<file path="src/rtl/cbnp_pkg.sv">
package cbnp_pkg;

   // Field widths.
   localparam int CHAR_W  = 8;
   localparam int VALUE_W = 32;
   localparam int LEN_W   = 5;
   localparam int WORD_W  = 64;
   localparam int INDEX_W = 2;
   localparam int DIGIT_W = 4;

   // Largest accepted alphabet length and number of digit slots.
   localparam int MAX_BASE    = 16;
   localparam int DIGIT_SLOTS = 16;
   localparam int SLOTS_WORD  = WORD_W / CHAR_W;

   // Configuration register indexes.
   localparam logic [INDEX_W-1:0] CSR_ALPHA_LOW  = 2'd0;
   localparam logic [INDEX_W-1:0] CSR_ALPHA_HIGH = 2'd1;
   localparam logic [INDEX_W-1:0] CSR_ALPHA_LEN  = 2'd2;

   // Character codes.
   localparam logic [CHAR_W-1:0] CHAR_PLUS  = 8'h2B;
   localparam logic [CHAR_W-1:0] CHAR_MINUS = 8'h2D;
   localparam logic [CHAR_W-1:0] CHAR_SPACE = 8'h20;
   localparam logic [CHAR_W-1:0] CHAR_TAB   = 8'h09;
   localparam logic [CHAR_W-1:0] CHAR_CR    = 8'h0D;
   localparam logic [CHAR_W-1:0] CHAR_NUL   = 8'h00;

   // Space, or any control byte from tab through carriage return.
   function automatic logic is_space(input logic [CHAR_W-1:0] c);
      return (c == CHAR_SPACE) || ((c >= CHAR_TAB) && (c <= CHAR_CR));
   endfunction

   // Byte of digit slot k taken from the two alphabet words.
   function automatic logic [CHAR_W-1:0] digit_byte(input logic [WORD_W-1:0] low_word,
                                                    input logic [WORD_W-1:0] high_word,
                                                    input int k);
      logic [2*WORD_W-1:0] both;
      both = {high_word, low_word};
      return both[k*CHAR_W +: CHAR_W];
   endfunction

   // Alphabet check: length in range, no reserved byte, no duplicate.
   function automatic logic alphabet_valid(input logic [WORD_W-1:0] low_word,
                                           input logic [WORD_W-1:0] high_word,
                                           input logic [LEN_W-1:0] len);
      logic              ok;
      logic [CHAR_W-1:0] ci;
      ok = (len >= LEN_W'(2)) && (len <= LEN_W'(MAX_BASE));
      for (int i = 0; i < DIGIT_SLOTS; i++) begin
         ci = digit_byte(low_word, high_word, i);
         if (LEN_W'(i) < len) begin
            if ((ci == CHAR_NUL) || (ci == CHAR_PLUS) || (ci == CHAR_MINUS) || is_space(ci)) begin
               ok = 1'b0;
            end
            for (int j = i + 1; j < DIGIT_SLOTS; j++) begin
               if ((LEN_W'(j) < len) && (digit_byte(low_word, high_word, j) == ci)) begin
                  ok = 1'b0;
               end
            end
         end
      end
      return ok;
   endfunction

endpackage

</file>
<file path="src/rtl/custom_base_number_parser_core.sv">
// Number parser with a configurable digit alphabet.
// The req channel carries one string byte per request in req_tdata, and
// req_tlast marks the final byte of a string. Leading whitespace is skipped,
// a run of '+' and '-' sets the sign, and digits accumulate in the base
// given by the alphabet length until the first byte outside the alphabet.
// On the final byte one response leaves on rsp: the signed 32-bit value in
// rsp_tdata and the alphabet check flag in rsp_tuser (value 0 when the
// alphabet fails the check). Bytes without req_tlast give no response.
// Throughput is one byte per cycle while no final byte waits on a stalled
// rsp: each byte passes an input register and then the digit match,
// multiply by the base and add; the accumulator feedback through that
// multiply-add is what sets the rate. The final byte's response is written
// to the result register that drives rsp_tvalid once the result slot is free.
// When rsp stalls, the response is held; non-final bytes keep flowing and a
// final byte waits in the input register, which then drops req_tready.
// The csr channel is always ready; write it only while no string is in flight.
// Reset is synchronous: it clears the alphabet registers (invalid alphabet),
// the parse state and both valid flags.
module custom_base_number_parser_core (
   input  logic                            clock,
   input  logic                            reset,
   input  logic                            req_tvalid,
   output logic                            req_tready,
   input  logic [cbnp_pkg::CHAR_W-1:0]     req_tdata,   // [7:0] text_char
   input  logic                            req_tlast,
   output logic                            rsp_tvalid,
   input  logic                            rsp_tready,
   output logic [cbnp_pkg::VALUE_W-1:0]    rsp_tdata,   // [31:0] parsed_value
   output logic                            rsp_tuser,   // [0] alphabet_ok
   input  logic                            csr_valid,
   output logic                            csr_ready,
   input  logic [cbnp_pkg::INDEX_W-1:0]    csr_index,
   input  logic [cbnp_pkg::WORD_W-1:0]     csr_data
);

   typedef enum logic [1:0] {
      PH_SPACE,
      PH_SIGN,
      PH_DIGITS,
      PH_DONE
   } phase_type;

   localparam int PROD_W = cbnp_pkg::VALUE_W + cbnp_pkg::LEN_W;

   // Configuration registers and registered alphabet check.
   logic [cbnp_pkg::WORD_W-1:0]  alpha_low_ff;
   logic [cbnp_pkg::WORD_W-1:0]  alpha_low_in;
   logic [cbnp_pkg::WORD_W-1:0]  alpha_high_ff;
   logic [cbnp_pkg::WORD_W-1:0]  alpha_high_in;
   logic [cbnp_pkg::LEN_W-1:0]   alpha_len_ff;
   logic [cbnp_pkg::LEN_W-1:0]   alpha_len_in;
   logic                         alpha_ok_ff;
   logic                         alpha_ok_in;

   // Input register.
   logic                         in_valid_ff;
   logic [cbnp_pkg::CHAR_W-1:0]  in_char_ff;
   logic                         in_last_ff;

   // Parse state.
   phase_type                    phase_ff;
   phase_type                    phase_in;
   logic                         neg_ff;
   logic                         neg_in;
   logic [cbnp_pkg::VALUE_W-1:0] acc_ff;
   logic [cbnp_pkg::VALUE_W-1:0] acc_in;

   // Result register.
   logic                         rsp_valid_ff;
   logic [cbnp_pkg::VALUE_W-1:0] rsp_value_ff;
   logic                         rsp_ok_ff;

   logic                         rsp_free;
   logic                         proc_fire;
   logic                         digit_found;
   logic [cbnp_pkg::DIGIT_W-1:0] digit_idx;
   logic [PROD_W-1:0]            product;
   logic [cbnp_pkg::VALUE_W-1:0] value_in;

   assign csr_ready = 1'b1;

   // Handshake: the input register moves on unless a final byte meets a full result slot.
   assign rsp_free   = !rsp_valid_ff || rsp_tready;
   assign proc_fire  = in_valid_ff && (!in_last_ff || rsp_free);
   assign req_tready = !in_valid_ff || proc_fire;

   // Next register contents; indexes beyond the list are ignored.
   always_comb begin
      alpha_low_in  = alpha_low_ff;
      alpha_high_in = alpha_high_ff;
      alpha_len_in  = alpha_len_ff;
      if (csr_valid && csr_ready) begin
         unique case (csr_index)
            cbnp_pkg::CSR_ALPHA_LOW:  alpha_low_in  = csr_data;
            cbnp_pkg::CSR_ALPHA_HIGH: alpha_high_in = csr_data;
            cbnp_pkg::CSR_ALPHA_LEN:  alpha_len_in  = csr_data[cbnp_pkg::LEN_W-1:0];
            default: begin
            end
         endcase
      end
   end

   // The check is taken on the next register contents, so it always matches them.
   assign alpha_ok_in = cbnp_pkg::alphabet_valid(alpha_low_in, alpha_high_in, alpha_len_in);

   // Parallel match of the byte against every active digit slot, lowest slot wins.
   always_comb begin
      digit_found = 1'b0;
      digit_idx   = '0;
      for (int k = cbnp_pkg::DIGIT_SLOTS - 1; k >= 0; k--) begin
         if ((cbnp_pkg::LEN_W'(k) < alpha_len_ff) &&
             (cbnp_pkg::digit_byte(alpha_low_ff, alpha_high_ff, k) == in_char_ff)) begin
            digit_found = 1'b1;
            digit_idx   = cbnp_pkg::DIGIT_W'(k);
         end
      end
   end

   assign product = {{cbnp_pkg::LEN_W{1'b0}}, acc_ff} *
                    {{cbnp_pkg::VALUE_W{1'b0}}, alpha_len_ff};

   // Next parse state for the byte in the input register.
   always_comb begin
      phase_in = phase_ff;
      neg_in   = neg_ff;
      acc_in   = acc_ff;
      if ((phase_in == PH_SPACE) && !cbnp_pkg::is_space(in_char_ff)) begin
         phase_in = PH_SIGN;
      end
      if (phase_in == PH_SIGN) begin
         if (in_char_ff == cbnp_pkg::CHAR_MINUS) begin
            neg_in = ~neg_in;
         end else if (in_char_ff != cbnp_pkg::CHAR_PLUS) begin
            phase_in = PH_DIGITS;
         end
      end
      if (phase_in == PH_DIGITS) begin
         if (digit_found) begin
            acc_in = product[cbnp_pkg::VALUE_W-1:0] +
                     {{(cbnp_pkg::VALUE_W - cbnp_pkg::DIGIT_W){1'b0}}, digit_idx};
         end else begin
            phase_in = PH_DONE;
         end
      end
      value_in = neg_in ? (cbnp_pkg::VALUE_W'(0) - acc_in) : acc_in;
   end

   // Configuration registers and the alphabet check flag.
   always_ff @(posedge clock) begin
      if (reset) begin
         alpha_low_ff  <= '0;
         alpha_high_ff <= '0;
         alpha_len_ff  <= '0;
         alpha_ok_ff   <= 1'b0;
      end else begin
         alpha_low_ff  <= alpha_low_in;
         alpha_high_ff <= alpha_high_in;
         alpha_len_ff  <= alpha_len_in;
         alpha_ok_ff   <= alpha_ok_in;
      end
   end

   // Input byte payload.
   always_ff @(posedge clock) begin
      if (req_tvalid && req_tready) begin
         in_char_ff <= req_tdata;
         in_last_ff <= req_tlast;
      end
   end

   // Parse state, valid flags and result register.
   always_ff @(posedge clock) begin
      if (reset) begin
         in_valid_ff  <= 1'b0;
         phase_ff     <= PH_SPACE;
         neg_ff       <= 1'b0;
         acc_ff       <= '0;
         rsp_valid_ff <= 1'b0;
      end else begin
         if (req_tready) begin
            in_valid_ff <= req_tvalid;
         end
         if (proc_fire && in_last_ff) begin
            phase_ff     <= PH_SPACE;
            neg_ff       <= 1'b0;
            acc_ff       <= '0;
            rsp_valid_ff <= 1'b1;
            rsp_value_ff <= alpha_ok_ff ? value_in : '0;
            rsp_ok_ff    <= alpha_ok_ff;
         end else begin
            if (proc_fire) begin
               phase_ff <= phase_in;
               neg_ff   <= neg_in;
               acc_ff   <= acc_in;
            end
            if (rsp_tready) begin
               rsp_valid_ff <= 1'b0;
            end
         end
      end
   end

   assign rsp_tvalid = rsp_valid_ff;
   assign rsp_tdata  = rsp_value_ff;
   assign rsp_tuser  = rsp_ok_ff;

endmodule

</file>
<file path="config.mk">
export PLATFORM = sky130hd
export DESIGN_NAME = custom_base_number_parser_core
export DESIGN_NICKNAME = d
export VERILOG_FILES = /design/src/rtl/cbnp_pkg.sv /design/src/rtl/custom_base_number_parser_core.sv
export SDC_FILE = /design/constraint.sdc
export NUM_CORES = 2
export LEC_CHECK = 0
export ABC_AREA = 0
export BUFFER_PORTS_ARGS = -buffer_cell sky130_fd_sc_hd__buf_2
export CAP_MARGIN = 20
export CORE_MARGIN = 4
export CORE_UTILIZATION = 45
export DETAILED_ROUTE_END_ITERATION = 16
export PLACE_DENSITY = 0.69
export RECOVER_POWER = 100
export SETUP_SLACK_MARGIN = 0.2
export SLEW_MARGIN = 20
export SYNTH_ARGS = -nofsm -noshare
export SYNTH_HDL_FRONTEND = slang
export SYNTH_SLANG_ARGS = --single-unit
</file>
<file path="constraint.sdc">
create_clock -name clock -period 7.79 [get_ports clock]
set_input_delay 1.558 -clock clock [delete_from_list [all_inputs] [get_ports clock]]
set_output_delay 1.558 -clock clock [all_outputs]
set_load 0.01 [all_outputs]
</file>
* Yosys cells after proc, flatten, opt, wreduce, memory -nomap -nowiden *
Index checks and enable logic that the tools add are counted.

storage, ports and cells
  flip-flop bits (word level) = 213
  bits of input ports = 80
  output and inout port bits = 36
  word-level logic and storage cells = 731

cells by class
  $add $sub $neg = 2
  multiply operators = 1
  magnitude comparators = 68
  eq/ne operators = 191
  multiplexer cells = 203
  bitwise gates (word level) = 2
  reduce and logical (&&, ||, !) cells = 251

operator list
  operator                                                         number
  equality test 8 bit                                              136
  equality test 8 x 6 -> 1 bit (second input constant)             50
  2-to-1 mux 64 bit                                                4
  2-to-1 mux 1 bit                                                 172
  logical AND 1 bit                                                158
  >= comparator 8 x 4 -> 1 bit (second input constant)             17
  less-or-equal comparator 8 x 4 -> 1 bit (second input constant)  17
  logical NOT 8 bit                                                16
  2-to-1 mux 32 bit                                                3
  less-than comparator 4 x 5 -> 1 bit (first input constant)       16
  logical OR 1 bit                                                 68
  2-to-1 mux 4 bit                                                 16
  less-than comparator 3 x 5 -> 1 bit (first input constant)       8
  adder 32 x 4 -> 32 bit                                           1
  multiplier 32 x 5 -> 32 bit                                      1
  subtractor 1 x 32 -> 32 bit (first input constant)               1
  less-than comparator 1 x 5 -> 1 bit (first input constant)       4
  less-than comparator 2 x 5 -> 1 bit (first input constant)       4
  2-to-1 mux 2 bit                                                 6
  2-to-1 mux 5 bit                                                 2
  inequality test 8 x 6 -> 1 bit (second input constant)           1
  >= comparator 5 x 2 -> 1 bit (second input constant)             1
  less-or-equal comparator 5 bit (second input constant)           1
  equality test 2 x 1 -> 1 bit (second input constant)             2
  7 further kinds                                                  13

* Logic depth before layout (Yosys ltp) *
  depth in word-level cells = 159
  mapped depth = 29
  depth with buffers taken out = 27

* Worst setup path after synthesis *
Ideal clock, no wire load.

  path type = register -> register
  from = reg alpha_len_ff[1] (netlist name)
  to = reg rsp_value_ff (netlist bit rsp_tdata[31]), data pin
  setup time = 0.266 ns
  data arrival time = 6.530 ns
  data required time = 7.524 ns
  setup slack = 0.994 ns
  cell stages (with the launch flop) = 26
  buffers on the path = 1
  clock period less this slack = 6.796 ns
  cells stage by stage = dfxtp_1 > clkbuf_1 > or4b_1 > o211ai_1 > nor3_1 > or2_1 > nor4_4 > nand2b_1 > fa_1 > inv_1 > ha_1 > inv_1 > fa_1 > inv_1 > ha_1 > a21o_1 > nand4_1 > a21boi_4 > or3_1 > a221o_1 > or4_4 > nor4_4 > o211a_1 > nor4b_4 > and3b_1 > or3b_1

on the way
  word-level cells in the longest chain between the ends = 23
  elaborated cells between the ends (all ways) = 70
  classes of those cells = 2 x add/sub; 1 x mul; 16 x order compare; 35 x mux; 16 x reduce/logical

ends and longest elaborated chain
  element                              line                                   text
  from (decl)                          custom_base_number_parser_core.sv:50   logic [cbnp_pkg::LEN_W-1:0] alpha_len_ff;
  from (signal assigned)               custom_base_number_parser_core.sv:158  alpha_len_ff <= alpha_len_in;
  less-than comparator 4 x 5 -> 1 bit  custom_base_number_parser_core.sv:111  if ((cbnp_pkg::LEN_W'(k) < alpha_len_ff) &&
  logical AND 1 bit                    custom_base_number_parser_core.sv:111
  2-to-1 mux 4 bit (16 in series)      custom_base_number_parser_core.sv:111
  adder 32 x 4 -> 32 bit               custom_base_number_parser_core.sv:139  acc_in = product[cbnp_pkg::VALUE_W-1:0] +
  2-to-1 mux 32 bit *                  custom_base_number_parser_core.sv:138  if (digit_found) begin
  2-to-1 mux 32 bit *                  custom_base_number_parser_core.sv:137  if (phase_in == PH_DIGITS) begin
  subtractor 1 x 32 -> 32 bit          custom_base_number_parser_core.sv:145  value_in = neg_in ? (cbnp_pkg::VALUE_W'(0) - acc_in) : acc_in;
  2-to-1 mux 32 bit *                  custom_base_number_parser_core.sv:145
  to (signal assigned)                 custom_base_number_parser_core.sv:188  rsp_value_ff <= alpha_ok_ff ? value_in : '0;
  to (decl)                            custom_base_number_parser_core.sv:70   logic [cbnp_pkg::VALUE_W-1:0] rsp_value_ff;

Every way passes the cells marked *; elsewhere a longest branch is shown, timed or not.
A chain may end at the register's enable or synchronous reset.

* Final worst setup path *
  from = in csr_index[0] (netlist name)
  to = reg alpha_ok_ff

on the way
  word-level cells in the longest chain between the ends = 159
  elaborated cells between the ends (all ways) = 596
  classes of those cells = 50 x order compare; 170 x eq/ne; 158 x mux; 218 x reduce/logical

ends and longest elaborated chain
  element                                                       line                                   text
  from (decl)                                                   custom_base_number_parser_core.sv:32   input logic [cbnp_pkg::INDEX_W-1:0] csr_index,
  logical NOT 2 bit                                             custom_base_number_parser_core.sv:93   unique case (csr_index)
  2-to-1 mux 64 bit                                             custom_base_number_parser_core.sv:93
  2-to-1 mux 64 bit                                             custom_base_number_parser_core.sv:92   if (csr_valid && csr_ready) begin
  >= comparator 8 x 4 -> 1 bit, or another cell as far along    cbnp_pkg.sv:31                         return (c == CHAR_SPACE) || ((c >= CHAR_TAB) && (c <= CHAR_CR));
  logical AND 1 bit / logical OR 1 bit (equally long branches)  cbnp_pkg.sv:31, cbnp_pkg.sv:53
  logical OR 1 bit (on tied branches)                           cbnp_pkg.sv:31, cbnp_pkg.sv:53
  logical OR 1 bit                                              cbnp_pkg.sv:53                         if ((ci == CHAR_NUL) || (ci == CHAR_PLUS) || (ci == CHAR_MINUS) || is_space(ci)) begin
  2-to-1 mux 1 bit                                              cbnp_pkg.sv:53
  [142 not listed]                                              --
  2-to-1 mux 1 bit                                              cbnp_pkg.sv:53
  2-to-1 mux 1 bit (2 in series)                                cbnp_pkg.sv:57                         if ((LEN_W'(j) < len) && (digit_byte(low_word, high_word, j) == ci)) begin
  2-to-1 mux 1 bit                                              cbnp_pkg.sv:52                         if (LEN_W'(i) < len) begin
  2-to-1 mux 1 bit                                              cbnp_pkg.sv:53
  2-to-1 mux 1 bit                                              cbnp_pkg.sv:57
  2-to-1 mux 1 bit                                              cbnp_pkg.sv:52
  2-to-1 mux 1 bit                                              cbnp_pkg.sv:53
  2-to-1 mux 1 bit *                                            cbnp_pkg.sv:52
  to (signal assigned)                                          custom_base_number_parser_core.sv:159  alpha_ok_ff <= alpha_ok_in;
  to (decl)                                                     custom_base_number_parser_core.sv:52   logic alpha_ok_ff;

Marked as above.

==> metrics <==
status=finished, violations left; failing checks=max-capacitance violations, max-slew violations; synthesized cell area=28400 sq um; root buffer cell=clkbuf_16; Fin. Hold Viols=0; vias in the first global route=26451; first drt pass iteration count=8; Chip Width=259 um; Post-synth EDFFs=42; Final period util=97.0%; CTS clk-pin slew, worst paths=0.06 ns; Max Clk Rate=132 MHz; total leakage power=11.9 nW; H-tree depth=1; critical path class=input port to flop; skew final=0.0253 ns; CTS tree=built; PwrDens=132 nW/um^2; Top FF cell, synth=dfxtp_1; Synth Area in Compound Gates=8.29%; worst slew pin tran=3.79 ns; Hold WS=0.493 ns; HPWL Detailed=87500 um; Peak VDD IR=0.000170 V; post-route ant nets=0; Detailed Route WL=120000 um; Syn Nets=3686; Starting Density=45.7%; fillcell total=5851; # nets final=3753; top routing layer in use=met5; WP data required=8.27 ns; Finish-stage setup viols=0; core footprint=62100 sq um; adder-cell share of the synthesized area=8.85%; Ports=116; met2 routed WL=48300 um; post-synthesis cell count=3457; Arr. time, crit path=8.03 ns; unrepaired setup endpoints after global routing=no; mux cell area share after synthesis=6.05%; Avg Vias per Cell=6.41; asr flop ratio synth=0%; clock sink count=213; # Max-Cap Violations=6; antenna violations before repair=5; die height=259 um; crit path capture type=flop; layout cells sized above 1=13.7%; main combinational cell family by area after synthesis=XOR/XNOR gates; DRC Markers=0; xor and xnor area share after synthesis=35.6%; largest net degree at the start of global routing=81; total track usage=34.4%; area leader, netlist=xnor2_1; CP Launch Type=input port; P&R area growth vs syn=12.7%; Std-Cell Rows=91; commonest non-fill, non-tap cells in the layout=792 x xnor2_1, 358 x xor2_1, 257 x nor2_1; Clk Latency, worst-skew pair=0.60 ns; Setup TNS=0 ns; Max-Slew Margin vs Limit=-153%; Worst Path Max Fanout=39; post-synth top area share=24.5%; synth top area cells=xnor2_1 24%, dfxtp_1 12%, xor2_1 11%; Avg Synthesized Cell Area=8.21 sq um; PortBufs=114; Iter 0 DRT Violations=3827; fin crit period=7.55 ns; global-route wire length before repair=176000 um; most common cell after layout, fill and taps aside=xnor2_1; Slew Limit Fails=230; total number of vias=28109; register area share after synthesis=16.5%; cts bufs inserted=27; gpl congestion=1.09; yosys warns=0; CTS Buffer Depth=3; Netlist cell types=94; Post-Synth Simple-Gate Area=19.5%; Die ar.=67100 sq um; routed len/inst=27.4 um; M1 wire length=45600 um; #FFs+latches synth=213; class of the worst hold path=flop to flop; met3 wire length=18400 um; gr ovfl total=0
-- report_power, final --
part	internal, mW	switching, mW	leakage (nW)	total (mW)
registers	1.16	0.0574	1.73	1.22
logic	0.657	1.01	9.74	1.67
clock network	0.790	0.545	0.456	1.33
total	2.61	1.61	11.9	4.22
-- worst max-delay path, cell delays in order --
cell      delay [ns]
buf_2           0.14
nor3b_1         0.89
clkbuf_4        1.11
mux2i_1         1.52
xnor2_1         0.13
nand4_1         0.15
nor3_1          0.15
a31oi_1         0.60
nand4_1         0.44
nor3_1          0.45
a22oi_1         0.19
o21ai_0         0.23
and4b_1         0.39
-- Yosys cell counts, types with 83 or more instances --
library cell / count
inv_1: 83
nand4_1: 198
a21oi_1: 83
xnor2_1: 793
fa_1: 86
nor3_1: 92
dfxtp_1: 171
nand2_1: 167
clkbuf_1: 166
xor2_1: 359
mux2i_1: 158
nor2_1: 257
nor4_1: 109
-- state kept, by name, summed over array words and instances (netlist names) --
signal         count
rsp_tvalid         1
neg_ff             1
in_valid_ff        1
alpha_ok_ff        1
phase_ff           2
in_char_ff         8
rsp_tuser          1
in_last_ff         1
alpha_high_ff     64
acc_ff            32
rsp_tdata         32
alpha_low_ff      64
alpha_len_ff       5
-- through the flow --
stage	area [sq um]	total power, mW	utilization [%]	worst slack, ns	std cells
3_3_place_gp	31100	2.81	50.0	0.601	4322
2_1_floorplan	28400	2.31	-	0.994	3457
5_1_grt	32000	4.35	51.5	0.160	4382
3_5_place_dp	31100	2.82	50.1	0.479	4323
4_1_cts	32000	4.15	51.5	0.522	4373
6_report	32000	4.22	51.5	0.237	4387
-- cell type report --
cell class / count / area, sq um / share of cell area (%)
clock buffer: 39 / 772 / 2.41
tap: 837 / 1050 / 3.27
clock inverter: 11 / 149 / 0.466
inverter: 83 / 312 / 0.974
multi-input combinational: 2885 / 23000 / 71.8
sequential: 213 / 4690 / 14.7
timing repair buffer: 314 / 2050 / 6.42
antenna: 5 / 12.5 / 0.0391
-- what timing repair did --
item | 4_1_cts | 5_1_grt
buffers inserted | 0 | 8
setup endpoints to repair | 0 | 1
hold buffers | 0 | 0
gates resized for setup | 0 | 3
-- routing by layer --
layer  up-vias  GRT usage (%)
met3       585           13.9
met4         4           16.5
met2      2181           49.5
met5         -              0
li1      11999              -
met1     13340           44.8
-- path summary, 6_finish.rpt --
| kind | slack, ns | depth (start not counted) | endpoint | startpoint |
|---|---|---|---|---|
| max | 0.24 | 13 | alpha_ok_ff | csr_index[0] |
| min | 0.49 | 2 | phase_ff[0] | phase_ff[0] |
| max reg2reg | 0.47 | 26 | rsp_tdata[30] | alpha_len_ff[2] |
| min reg2reg | 0.49 | 2 | phase_ff[0] | phase_ff[0] |
-- cell families (layout without fill, tap and decap cells) --
logic type,count (synthesis),in the layout
and+or+nand+nor,1061,1061
xor gates and xnor gates,1152,1152
DFF,213,213
other,1,6
adders and majority gates,149,149
muxes,170,170
buffers and inverters,359,447
AOI/OAI and AO/OA,352,352
Note: power is estimated with default switching activity, not from simulation.
